**config.mk**
```make
export PLATFORM = sky130hd
export DESIGN_NAME = longest_palindromic_substring
export DESIGN_NICKNAME = d
export VERILOG_FILES = /design/src/design/lps_pkg.sv /design/src/design/lps_cell.sv /design/src/design/lps_track.sv /design/src/design/longest_palindromic_substring.sv
export SDC_FILE = /design/constraint.sdc
export NUM_CORES = 1
export LEC_CHECK = 0
export ABC_AREA = 1
export BUFFER_PORTS_ARGS = -buffer_cell sky130_fd_sc_hd__buf_4
export CORE_MARGIN = 1
export CORE_UTILIZATION = 45
export DETAILED_ROUTE_END_ITERATION = 16
export GPL_TIMING_DRIVEN = 0
export PLACE_DENSITY_LB_ADDON = 0.2
export SETUP_SLACK_MARGIN = 0.1
export SLEW_MARGIN = 5
export SYNTH_ARGS = -nofsm -noshare
export SYNTH_HDL_FRONTEND = slang
export SYNTH_SLANG_ARGS = --single-unit
```
**constraint.sdc**
```tcl
create_clock -name i_clk -period 5.5 [get_ports i_clk]
set_clock_uncertainty 0.05 [all_clocks]
set_input_delay 1.65 -clock i_clk [delete_from_list [all_inputs] [get_ports i_clk]]
set_output_delay 1.65 -clock i_clk [all_outputs]
set_load 0.02 [all_outputs]
```
**src/design/lps_pkg.sv**
```systemverilog
// Shared types for the longest palindromic substring block.
package lps_pkg;

    localparam int START_W  = 6;
    localparam int LENGTH_W = 7;

    typedef logic [7:0] t_byte;

    typedef struct packed {
        logic take;
        logic last;
    } t_step;

    typedef struct packed {
        logic store;
        logic clear;
    } t_cell_ctl;

endpackage

```
**src/design/lps_cell.sv**
```systemverilog
// One character cell: stored byte and palindromic-suffix flag for its start index.
module lps_cell #(
    parameter int K  = 0,
    parameter int CW = 7
) (
    input  logic              i_clk,
    input  logic              i_rst_n,
    input  lps_pkg::t_cell_ctl i_ctl,
    input  logic [CW-1:0]     i_count,
    input  lps_pkg::t_byte    i_ch,
    input  logic              i_pal_nb,
    output logic              o_pal,
    output logic              o_pal_new
);
    import lps_pkg::*;

    t_byte r_byte;
    logic  r_pal;
    logic  r_used;
    logic  sel;

    assign sel       = (i_count == CW'(K));
    assign o_pal     = r_used ? r_pal : 1'b1;
    assign o_pal_new = sel | ((r_byte == i_ch) & i_pal_nb);

    always_ff @(posedge i_clk) begin
        if (!i_rst_n) begin
            r_used <= 1'b0;
        end else if (i_ctl.clear) begin
            r_used <= 1'b0;
        end else if (i_ctl.store && sel) begin
            r_used <= 1'b1;
        end
    end

    always_ff @(posedge i_clk) begin
        if (i_ctl.store) begin
            r_pal <= o_pal_new;
        end
        if (i_ctl.store && sel) begin
            r_byte <= i_ch;
        end
    end

endmodule

```
**src/design/lps_track.sv**
```systemverilog
// Fill count, overflow flag and running best palindrome of the current string.
module lps_track #(
    parameter int MAX_LEN = 64,
    parameter int IW      = 6,
    parameter int CW      = 7
) (
    input  logic               i_clk,
    input  logic               i_rst_n,
    input  lps_pkg::t_step     i_step,
    input  logic [MAX_LEN-1:0] i_pal_new,
    output lps_pkg::t_cell_ctl o_ctl,
    output logic [CW-1:0]      o_count,
    output logic [IW-1:0]      o_res_begin,
    output logic [CW-1:0]      o_res_len,
    output logic               o_res_over
);
    import lps_pkg::*;

    logic [CW-1:0] r_count;
    logic [CW-1:0] r_best_len;
    logic [IW-1:0] r_best_begin;
    logic          r_over;

    logic          store;
    logic [CW-1:0] d1;
    logic [IW-1:0] d1i;
    logic [IW-1:0] d2i;
    logic          hit1;
    logic          hit2;
    logic [CW-1:0] n_best_len;
    logic [IW-1:0] n_best_begin;
    logic          n_over;

    assign store = i_step.take & (r_count < CW'(MAX_LEN));
    assign d1    = r_count - r_best_len;
    assign d1i   = d1[IW-1:0];
    assign d2i   = d1i - IW'(1);
    // suffix length grows by at most two per byte
    assign hit2  = store & (d1 != '0) & i_pal_new[d2i];
    assign hit1  = store & i_pal_new[d1i];

    always_comb begin
        n_best_len   = r_best_len;
        n_best_begin = r_best_begin;
        if (hit2) begin
            n_best_len   = r_best_len + CW'(2);
            n_best_begin = d2i;
        end else if (hit1) begin
            n_best_len   = r_best_len + CW'(1);
            n_best_begin = d1i;
        end
    end

    assign n_over = r_over | (i_step.take & ~store);

    assign o_ctl.store = store;
    assign o_ctl.clear = i_step.take & i_step.last;
    assign o_count     = r_count;
    assign o_res_begin = n_best_begin;
    assign o_res_len   = n_best_len;
    assign o_res_over  = n_over;

    always_ff @(posedge i_clk) begin
        if (!i_rst_n) begin
            r_count      <= '0;
            r_best_len   <= '0;
            r_best_begin <= '0;
            r_over       <= 1'b0;
        end else if (i_step.take) begin
            if (i_step.last) begin
                r_count      <= '0;
                r_best_len   <= '0;
                r_best_begin <= '0;
                r_over       <= 1'b0;
            end else begin
                r_count      <= r_count + CW'(store);
                r_best_len   <= n_best_len;
                r_best_begin <= n_best_begin;
                r_over       <= n_over;
            end
        end
    end

endmodule

```
**src/design/longest_palindromic_substring.sv**
```systemverilog
// Top level: streaming longest palindromic substring finder over a chain of byte cells.
//
//  channel  dir  handshake          word
//  input    in   i_valid/o_stall    i_ch, i_last
//  output   out  o_valid/i_stall    o_best_start, o_best_length, o_overflow
//
//  One byte per cycle while o_stall is low; each cell updates its suffix flag from its neighbor on each stored byte.
//  The result is registered into the output register in the cycle after the final byte is taken.
//  Reset clears cell valid bits, counters and the output valid flag.
//  Only a final byte is stalled, and only while a result is held and i_stall is high.
module longest_palindromic_substring #(
    parameter int MAX_LEN = 64
) (
    input  logic                          i_clk,
    input  logic                          i_rst_n,
    input  logic                          i_valid,
    output logic                          o_stall,
    input  lps_pkg::t_byte                i_ch,
    input  logic                          i_last,
    output logic                          o_valid,
    input  logic                          i_stall,
    output logic [lps_pkg::START_W-1:0]   o_best_start,
    output logic [lps_pkg::LENGTH_W-1:0]  o_best_length,
    output logic                          o_overflow
);
    import lps_pkg::*;

    localparam int IW = $clog2(MAX_LEN);
    localparam int CW = $clog2(MAX_LEN + 1);

    t_step              step;
    t_cell_ctl          ctl;
    logic [CW-1:0]      count;
    logic [MAX_LEN-1:0] pal_cur;
    logic [MAX_LEN-1:0] pal_new;
    logic [IW-1:0]      res_begin;
    logic [CW-1:0]      res_len;
    logic               res_over;

    logic               r_out_valid;
    logic [IW-1:0]      r_begin;
    logic [CW-1:0]      r_len;
    logic               r_over;

    assign o_stall   = i_last & r_out_valid & i_stall;
    assign step.take = i_valid & ~o_stall;
    assign step.last = i_last;

    genvar k;
    generate
        for (k = 0; k < MAX_LEN; k++) begin : g_cell
            logic pal_nb;
            if (k == MAX_LEN - 1) begin : g_end
                assign pal_nb = 1'b1;
            end else begin : g_mid
                assign pal_nb = pal_cur[k+1];
            end
            lps_cell #(
                .K  (k),
                .CW (CW)
            ) u_cell (
                .i_clk     (i_clk),
                .i_rst_n   (i_rst_n),
                .i_ctl     (ctl),
                .i_count   (count),
                .i_ch      (i_ch),
                .i_pal_nb  (pal_nb),
                .o_pal     (pal_cur[k]),
                .o_pal_new (pal_new[k])
            );
        end
    endgenerate

    lps_track #(
        .MAX_LEN (MAX_LEN),
        .IW      (IW),
        .CW      (CW)
    ) u_track (
        .i_clk       (i_clk),
        .i_rst_n     (i_rst_n),
        .i_step      (step),
        .i_pal_new   (pal_new),
        .o_ctl       (ctl),
        .o_count     (count),
        .o_res_begin (res_begin),
        .o_res_len   (res_len),
        .o_res_over  (res_over)
    );

    always_ff @(posedge i_clk) begin
        if (!i_rst_n) begin
            r_out_valid <= 1'b0;
        end else if (step.take && step.last) begin
            r_out_valid <= 1'b1;
        end else if (!i_stall) begin
            r_out_valid <= 1'b0;
        end
    end

    always_ff @(posedge i_clk) begin
        if (step.take && step.last) begin
            r_begin <= res_begin;
            r_len   <= res_len;
            r_over  <= res_over;
        end
    end

    assign o_valid       = r_out_valid;
    assign o_best_start  = START_W'(r_begin);
    assign o_best_length = LENGTH_W'(r_len);
    assign o_overflow    = r_over;

`ifndef NO_ASSERTIONS
    a_rise_after_last: assert property (@(posedge i_clk) disable iff (!i_rst_n)
        $rose(o_valid) |-> $past(step.take && step.last))
        else $error("result raised without a final byte");

    a_len_range: assert property (@(posedge i_clk) disable iff (!i_rst_n)
        o_valid |-> (r_len != '0) && ({1'b0, r_len} <= (CW+1)'(MAX_LEN)))
        else $error("result length out of range");

    a_span_fits: assert property (@(posedge i_clk) disable iff (!i_rst_n)
        o_valid |-> ((CW+1)'(r_begin) + (CW+1)'(r_len) <= (CW+1)'(MAX_LEN)))
        else $error("palindrome runs past the store");

    a_over_full: assert property (@(posedge i_clk) disable iff (!i_rst_n)
        (step.take && !ctl.store) |-> (count == CW'(MAX_LEN)))
        else $error("byte dropped with room in the store");
`endif

endmodule

```
==> impl_results.md, run 1 <==
- Run status: finished, final reports clean
- Iteration-0 DRC Markers: 2393
- Number of synthesis warnings: 0
- Slew Limit Fails: 0
- R2r worst-path depth: 20
- Drt pass-1 iters: 6
- Crit path capture: o_best_start[3]
- Pint: 9.725 mW
- Max-cap check violation count: 0
- Die Ht: 266.1 microns
- Routed wire length: 107.3 mm
- Register share of total power: 0.398
- WP data required: 5810 ps
- Final period util: 0.9648
- R2R setup slack: 260 ps
- Die W: 266.1 microns
- Number of global-route vias before repair: 20820
- Clk pwr share: 0.353
- IO buf count: 28
- Final setup vio count: 0
- Layout Utilization: 0.5121
- CORE AREA: 68830 sq um
- Mean Syn Cell Area: 10.48 sq um
- Commonest non-fill, non-tap cells in the layout: nand2_1 (663), edfxtp_1 (589), nor2_1 (482)
- CTS tree: yes
- Critical path's top delay family: simple AND/OR/NAND/NOR gates
- RSZ-0062 raised after global routing: false
- DRC Markers: 0
- Seq/Total Area, Yosys: 0.6180
- Buf/Inv on CP: 5
- Clock Pin Slew Worst Setup and Hold Paths: 60 ps
- Total CTS buffers: 73
- Die Footprint: 70780 sq um
- Crit Path Category: in2reg
- Final antenna-violating net count: 0
- Master of the slowest instance on the critical path: buf_4
- Fill count: 6145
- Cell Rows: 96
- Synth Cell Area: 31380 sq um
- Hold Crit Class: reg2reg
- PD cells: 407.5 nW/um^2
- Largest net degree at the start of global routing: 67
- Data arrival, critical path: 5620 ps
- CP Launch Point: i_ch[5]
- Levels on crit path: 19
- Clock buffer depth: 3
- Post-layout min period: 5306 ps
- CTS sink count: 674
- Cell chain of the critical path: buf_4, buf_4, buf_4, xnor2_1, nand2_1, nor2_1, nand3_1, nand2_1, nand2_1, nand3_1, nand3_1, nand3_1, nand3_1, nand3_2, nand3_4, inv_2, buf_6, nand2_1, and2_1
- Global Route Usage Sum: 0.3060
- Clock Latency Late Sink: 630 ps
- Combinational power share: 0.249
- Crit-path max cell delay: 750 ps
- H-tree depth: 3
- Hold Fails Final Rpt: 0
- Commonest non-fill, non-tap cell in the layout: nand2_1
- Overall Power: 14.36 mW
- Peak supply drop: 0.2495 mV
- Final nets: 3125
- Finished Cell Area: 35250 sq um
- Wire per inst: 26.22 microns
- Leak Pwr: 13.16 nW
- Via Count: 21750
- First-pass GRT wire length: 150.6 mm
- Largest fanout on the critical path: 65
- Reg2reg start: u_track.r_best_len[0]
- CTS Hold Buffers Added: 0
- GP Congestion: 0.9952
- Num ports: 29
- Post-synth cell types: 47
- Actual transition at the worst max-transition pin: 1281 ps
- Placed Area: 32770 sq um
- Global route overflow: 0
- Starting Density: 0.4559
- Antenna violations before repair: 2
- Sw frac: 0.3230
- Reg-to-reg endpoint: o_best_start[3]
- Root buffer cell: clkbuf_16
- Synthesis-to-layout area growth: 12.34%
- CP endpoint kind: register
- Number of synthesized register bits: 674
- Critical Path Source Type: input pin
- Most used cell, CP: nand3_1
- Syn Nets: 3021
- Relative slew slack: 0.1428
- Via-to-Cell Ratio: 5.317
- Share of layout cells above drive strength 1: 0.09025
- P_sw: 4.640 mW
- DP HPWL: 72.68 mm
- Fmax: 0.1885 GHz
- Synth Instances: 2995
## cell usage after synthesis (all sizes together)
master / instances / area [sq um]
buf: 85 / 641.9
o22ai: 2 / 12.51
a211oi: 1 / 7.510
or3: 1 / 6.260
fa: 1 / 20.02
o21ai: 31 / 155.1
clkbuf: 25 / 93.84
inv: 236 / 888.4
nor2: 488 / 1868
a31oi: 2 / 12.51
ha: 12 / 150.1
nand3: 242 / 1264
xor2: 170 / 1504
dlygate4sd1: 1 / 8.760
nor3: 30 / 165.2
a21o: 1 / 7.510
clkinv: 2 / 7.510
a41oi: 1 / 8.760
or2: 16 / 100.1
a21oi: 24 / 131.4
nand3b: 1 / 11.26
nand2: 672 / 2545
nand4: 22 / 137.6
dfxtp: 85 / 1702
o211ai: 3 / 22.52
xnor2: 244 / 2167
edfxtp: 589 / 17690
and2: 8 / 50.05
## worst min-delay path by stage
stage | start | end | slack, ps | cells after the start
after floorplan | g_cell[17].u_cell.r_used | g_cell[17].u_cell.r_used | 390 | 2
after global placement | g_cell[32].u_cell.r_used | g_cell[32].u_cell.r_used | 400 | 2
after detailed placement | g_cell[28].u_cell.r_used | g_cell[28].u_cell.r_used | 410 | 2
after CTS | u_track.r_best_begin[0] | u_track.r_best_begin[0] | 420 | 2
after global routing | g_cell[44].u_cell.r_used | g_cell[44].u_cell.r_used | 440 | 2
final | g_cell[38].u_cell.r_used | g_cell[38].u_cell.r_used | 420 | 2
## sequential cells by signal, summed over array words and instances (netlist names)
register and cells:
o_valid 1, o_overflow 1, u_track.o_count 7, o_best_length 7, u_track.r_best_begin 6, u_track.r_over 1, g_cell.u_cell.r_pal 63, g_cell.u_cell.r_used 63
g_cell.u_cell.r_byte 512, u_track.r_best_len 7, o_best_start 6
## through the flow
stage               std cells  setup TNS, ps  setup WS (ps)  hold slack, ps
detailed placement       3955          -8369         -472.7           408.0
finish                   4090              0          193.7           419.9
global route             4089              0          103.6           440.2
CTS                      4089              0          178.3           420.1
global placement         3954         -10620         -559.6           400.1
floorplan                2995              0          943.1           390.3
## power by group through the flow
| stage | logic [mW] | registers, mW | clock network [mW] |
|---|---|---|---|
| floorplan | 2.13 | 5.86 | 0 |
| global placement | 3.52 | 5.83 | 0 |
| detailed placement | 3.53 | 5.83 | 0 |
| CTS | 3.53 | 5.72 | 5.11 |
| global route | 3.76 | 5.72 | 5.29 |
| finish | 3.57 | 5.72 | 5.07 |
## final cells by class
class                      instances  area (sq um)  share of cell area
antenna                            1         2.502          0.00007100
sequential                       674         19390              0.5501
clock buffer                     109          2167             0.06148
tap                              931          1165             0.03305
buffer                           111         750.7             0.02130
multi-input combinational       1972         10350              0.2936
timing repair buffer              29         234.0            0.006638
inverter                         238         899.6             0.02552
clock inverter                    25         290.3            0.008236
## per-layer routing
metal  GRT usage  vias to the layer above  wire length (microns)
li1            -                     9967                      -
met1      0.4165                    10710                  45570
met2      0.4990                      879                  50240
met3     0.04196                      189                   7149
met4      0.1137                        0                   4288
met5           0                        -                      0
## logic make-up (layout without fill, tap and decap cells)
family / count (synthesis) / after routing / synth area share
buf+inv: 349 / 512 / 0.05228
other cells: 0 / 1 / 0
fa+ha+maj: 13 / 13 / 0.005423
flops: 674 / 674 / 0.6180
xor+xnor: 414 / 414 / 0.1170
simple gates: 1480 / 1480 / 0.1959
compound gates: 65 / 65 / 0.01141
## worst min-delay path, stage by stage, from the launching register on
cell and delay, ps:
dfxtp_1 320, nor2_1 50, nor2_1 70
## timing repair
item | 4_1_cts | 5_1_grt
pin swaps | 0 | 0
buffers inserted | 0 | 0
resized for setup | 2 | 2
endpoints found under the setup margin | 26 | 9
No activity file was read; power rests on OpenSTA's default activity.
==> run 2, diff against run 1 <==
--- a/config.mk
+++ b/config.mk
@@ -7,8 +7,10 @@
 export LEC_CHECK = 0
 export ABC_AREA = 1
 export BUFFER_PORTS_ARGS = -buffer_cell sky130_fd_sc_hd__buf_4
+export CELL_PAD_IN_SITES_DETAIL_PLACEMENT = 2
+export CELL_PAD_IN_SITES_GLOBAL_PLACEMENT = 2
 export CORE_MARGIN = 1
-export CORE_UTILIZATION = 45
+export CORE_UTILIZATION = 39
 export DETAILED_ROUTE_END_ITERATION = 16
 export GPL_TIMING_DRIVEN = 0
 export PLACE_DENSITY_LB_ADDON = 0.2
==> run 2 against run 1 <==
Against the previous run:
- die area increased by 15%
- register-to-register slack improved by 60 ps
- setup slack improved by 100 ps
- highest routed layer is now met5
- wire length increased by 19%
- sequential power about the same
- non-clock buffer count unchanged
- critical path type unchanged
- maximum frequency increased by 2.0%
- global-route usage increased by 0.68 points
- cell area increased by 0.58%
- largest power group unchanged
- combinational power increased by 6.7%
==> impl_results.md, run 2 (same netlist as run 1, synthesis figures left out) <==
- Run status: finished, final reports clean (unchanged)
- Finished Cell Area: 35450 sq um (was 35250 sq um)
- Via Count: 23170 (was 21750)
- Final setup vio count: 0 (unchanged)
- Fmax: 0.1922 GHz (was 0.1885 GHz)
- Top reg by flops: g_cell.u_cell.r_byte (unchanged)
- CTS Hold Buffers Added: 0 (unchanged)
- Cell chain of the critical path: buf_6, buf_4, buf_4, xnor2_1, nand2_1, nor2_1, nand2_1, nand2_1, nor2_1, nor2_1, nand2_1, nand3_1, nand3_1, nand3_2, nand3_2, buf_6, inv_2, nand3_1, and2_1 (was buf_4, buf_4, buf_4, xnor2_1, nand2_1, nor2_1, nand3_1, nand2_1, nand2_1, nand3_1, nand3_1, nand3_1, nand3_1, nand3_2, nand3_4, inv_2, buf_6, nand2_1, and2_1)
- Critical Path Source Type: input pin (unchanged)
- Layout Utilization: 0.4473 (was 0.5121)
- First-pass GRT wire length: 179.5 mm (was 150.6 mm)
- Iteration-0 DRC Markers: 1928 (was 2393)
- Synthesis-to-layout area growth: 12.99% (was 12.34%)
- Post-CTS Repair Setup Buffers: 0 (unchanged)
- Max reg flops: 512 (unchanged)
- Die Ht: 285.6 microns (was 266.1 microns)
- Peak supply drop: 0.3534 mV (was 0.2495 mV)
- Antenna diodes: 0 (was 1)
- Cell Rows: 103 (was 96)
- Die W: 285.6 microns (was 266.1 microns)
- Die Footprint: 81590 sq um (was 70780 sq um)
- Final period util: 0.9462 (was 0.9648)
- Data arrival, critical path: 5540 ps (was 5620 ps)
- Drt pass-1 iters: 5 (was 6)
- Leak Pwr: 13.18 nW (was 13.16 nW)
- RSZ-0062 raised after global routing: false (unchanged)
- DP HPWL: 83.88 mm (was 72.68 mm)
- Hold Crit Class: reg2reg (unchanged)
- Routed wire length: 127.3 mm (was 107.3 mm)
- Clock Latency Late Sink: 640 ps (was 630 ps)
- Crit-path max cell delay: 440 ps (was 750 ps)
- Hold Fails Final Rpt: 0 (unchanged)
- Share of layout cells above drive strength 1: 0.08904 (was 0.09025)
- Largest net degree at the start of global routing: 67 (unchanged)
- Relative slew slack: 0.1125 (was 0.1428)
- Commonest non-fill, non-tap cell in the layout: nand2_1 (unchanged)
- Placed Instances: 4074 (was 3955)
- Final nets: 3129 (was 3125)
- Max-cap check violation count: 0 (unchanged)
- Post-layout min period: 5204 ps (was 5306 ps)
- Actual transition at the worst max-transition pin: 1326 ps (was 1281 ps)
- Num ports: 29 (unchanged)
- H-tree depth: 3 (unchanged)
- WP data required: 5840 ps (was 5810 ps)
- Placed Area: 32930 sq um (was 32770 sq um)
- Final antenna-violating net count: 0 (unchanged)
- Master of the slowest instance on the critical path: buf_6 (was buf_4)
- Starting Density: 0.3959 (was 0.4559)
- Via-to-Cell Ratio: 5.494 (was 5.317)
- Slew Limit Fails: 0 (unchanged)
- IO buf count: 28 (unchanged)
- CP endpoint kind: register (unchanged)
- Top Registers: g_cell.u_cell.r_byte (512), g_cell.u_cell.r_pal (63), g_cell.u_cell.r_used (63) (unchanged)
- Largest fanout on the critical path: 65 (unchanged)
- DRC Markers: 0 (unchanged)
- Crit Path Category: in2reg (unchanged)
- Root buffer cell: clkbuf_16 (unchanged)
- Global Route Usage Sum: 0.3128 (was 0.3060)
- CTS sink count: 674 (unchanged)
- Clock Pin Slew Worst Setup and Hold Paths: 60 ps (about the same)
- Global route overflow: 0 (unchanged)
- Clock buffer depth: 3 (unchanged)
- PD cells: 413.7 nW/um^2 (was 407.5 nW/um^2)
- Number of global-route vias before repair: 24940 (was 20820)
- Total CTS buffers: 77 (was 73)
- CORE AREA: 79260 sq um (was 68830 sq um)
- GP Congestion: 0.9599 (was 0.9952)
- Overall Power: 14.66 mW (was 14.36 mW)
- Antenna violations before repair: 9 (was 2)
- Final cell count without fillers: 4217 (was 4090)
- Commonest non-fill, non-tap cells in the layout: nand2_1 (663), edfxtp_1 (589), nor2_1 (483) (was nand2_1 (663), edfxtp_1 (589), nor2_1 (482))
- Wire per inst: 30.19 microns (was 26.22 microns)
- CTS tree: yes (unchanged)
- Most used cell, CP: nand2_1 (was nand3_1)
==> run 2: cell count changes in the layout (fill, tap and decap cells not counted), sizes merged <==
| cell | delta |
|---|---|
| clkbuf | +15 |
| buf | -4 |
| inv | +4 |
| bufinv | -3 |
| clkinvlp | -2 |
| clkinv | -1 |
| diode | -1 |
==> run 2: cell type report <==
class | instances | area, sq um
fillers | 8254 | 43810
flip-flops and latches | 674 | 19390
multi-input cells | 1972 | 10360
clock buffers | 120 | 2251
well taps | 1050 | 1314
inverters | 238 | 897.1
plain buffers | 111 | 758.2
repair buffers | 29 | 272.8
clock inverters | 23 | 212.7
==> run 2: final timing paths <==
check,startpoint,to,slack (ps),depth (start not counted)
setup / recovery,i_ch[6],o_best_length[0],300,19
hold / removal,g_cell[35].u_cell.r_used,g_cell[35].u_cell.r_used,420,2
setup reg to reg,u_track.r_best_len[0],o_best_start[5],320,20
hold reg to reg,g_cell[35].u_cell.r_used,g_cell[35].u_cell.r_used,420,2
==> run 2: per-stage QoR <==
step	worst slack, ps	setup TNS [ps]	hold slack (ps)
finish	295.9	0	419.3
global route	106.8	0	450.4
CTS	104.9	0	423.4
detailed placement	-870.7	-19290	409.9
global placement	-698.8	-16030	398.7
floorplan	943.1	0	390.3
==> run 2: critical path: cells and delay by family <==
| family | cells | cell delay, ps |
|---|---|---|
| buffers and inverters | 5 | 1520 |
| XOR/XNOR | 1 | 160 |
| AND/OR/NAND/NOR | 13 | 1910 |
==> run 2: layer usage <==
layer	wire length, microns	vias up	share of wire	global-route usage
li1	-	9968	-	-
met2	62040	815	0.49	0.5309
met5	13	-	0.00010	0
met1	53220	12160	0.42	0.4083
met3	7469	223	0.059	0.04306
met4	4568	2	0.036	0.1118
==> run 2: timing repair <==
action                                  4_1_cts  5_1_grt
resized for setup                             7       14
hold endpoints to repair                      0        0
endpoints found under the setup margin       26       22
pin swaps                                     0        0
==> run 2: where the power goes <==
part / leakage, nW / internal [mW] / switching [mW]
sequential: 6.08 / 5.68 / 0.0416
combinational: 5.90 / 1.05 / 2.75
clock: 1.20 / 2.96 / 2.17
total: 13.2 / 9.70 / 4.97
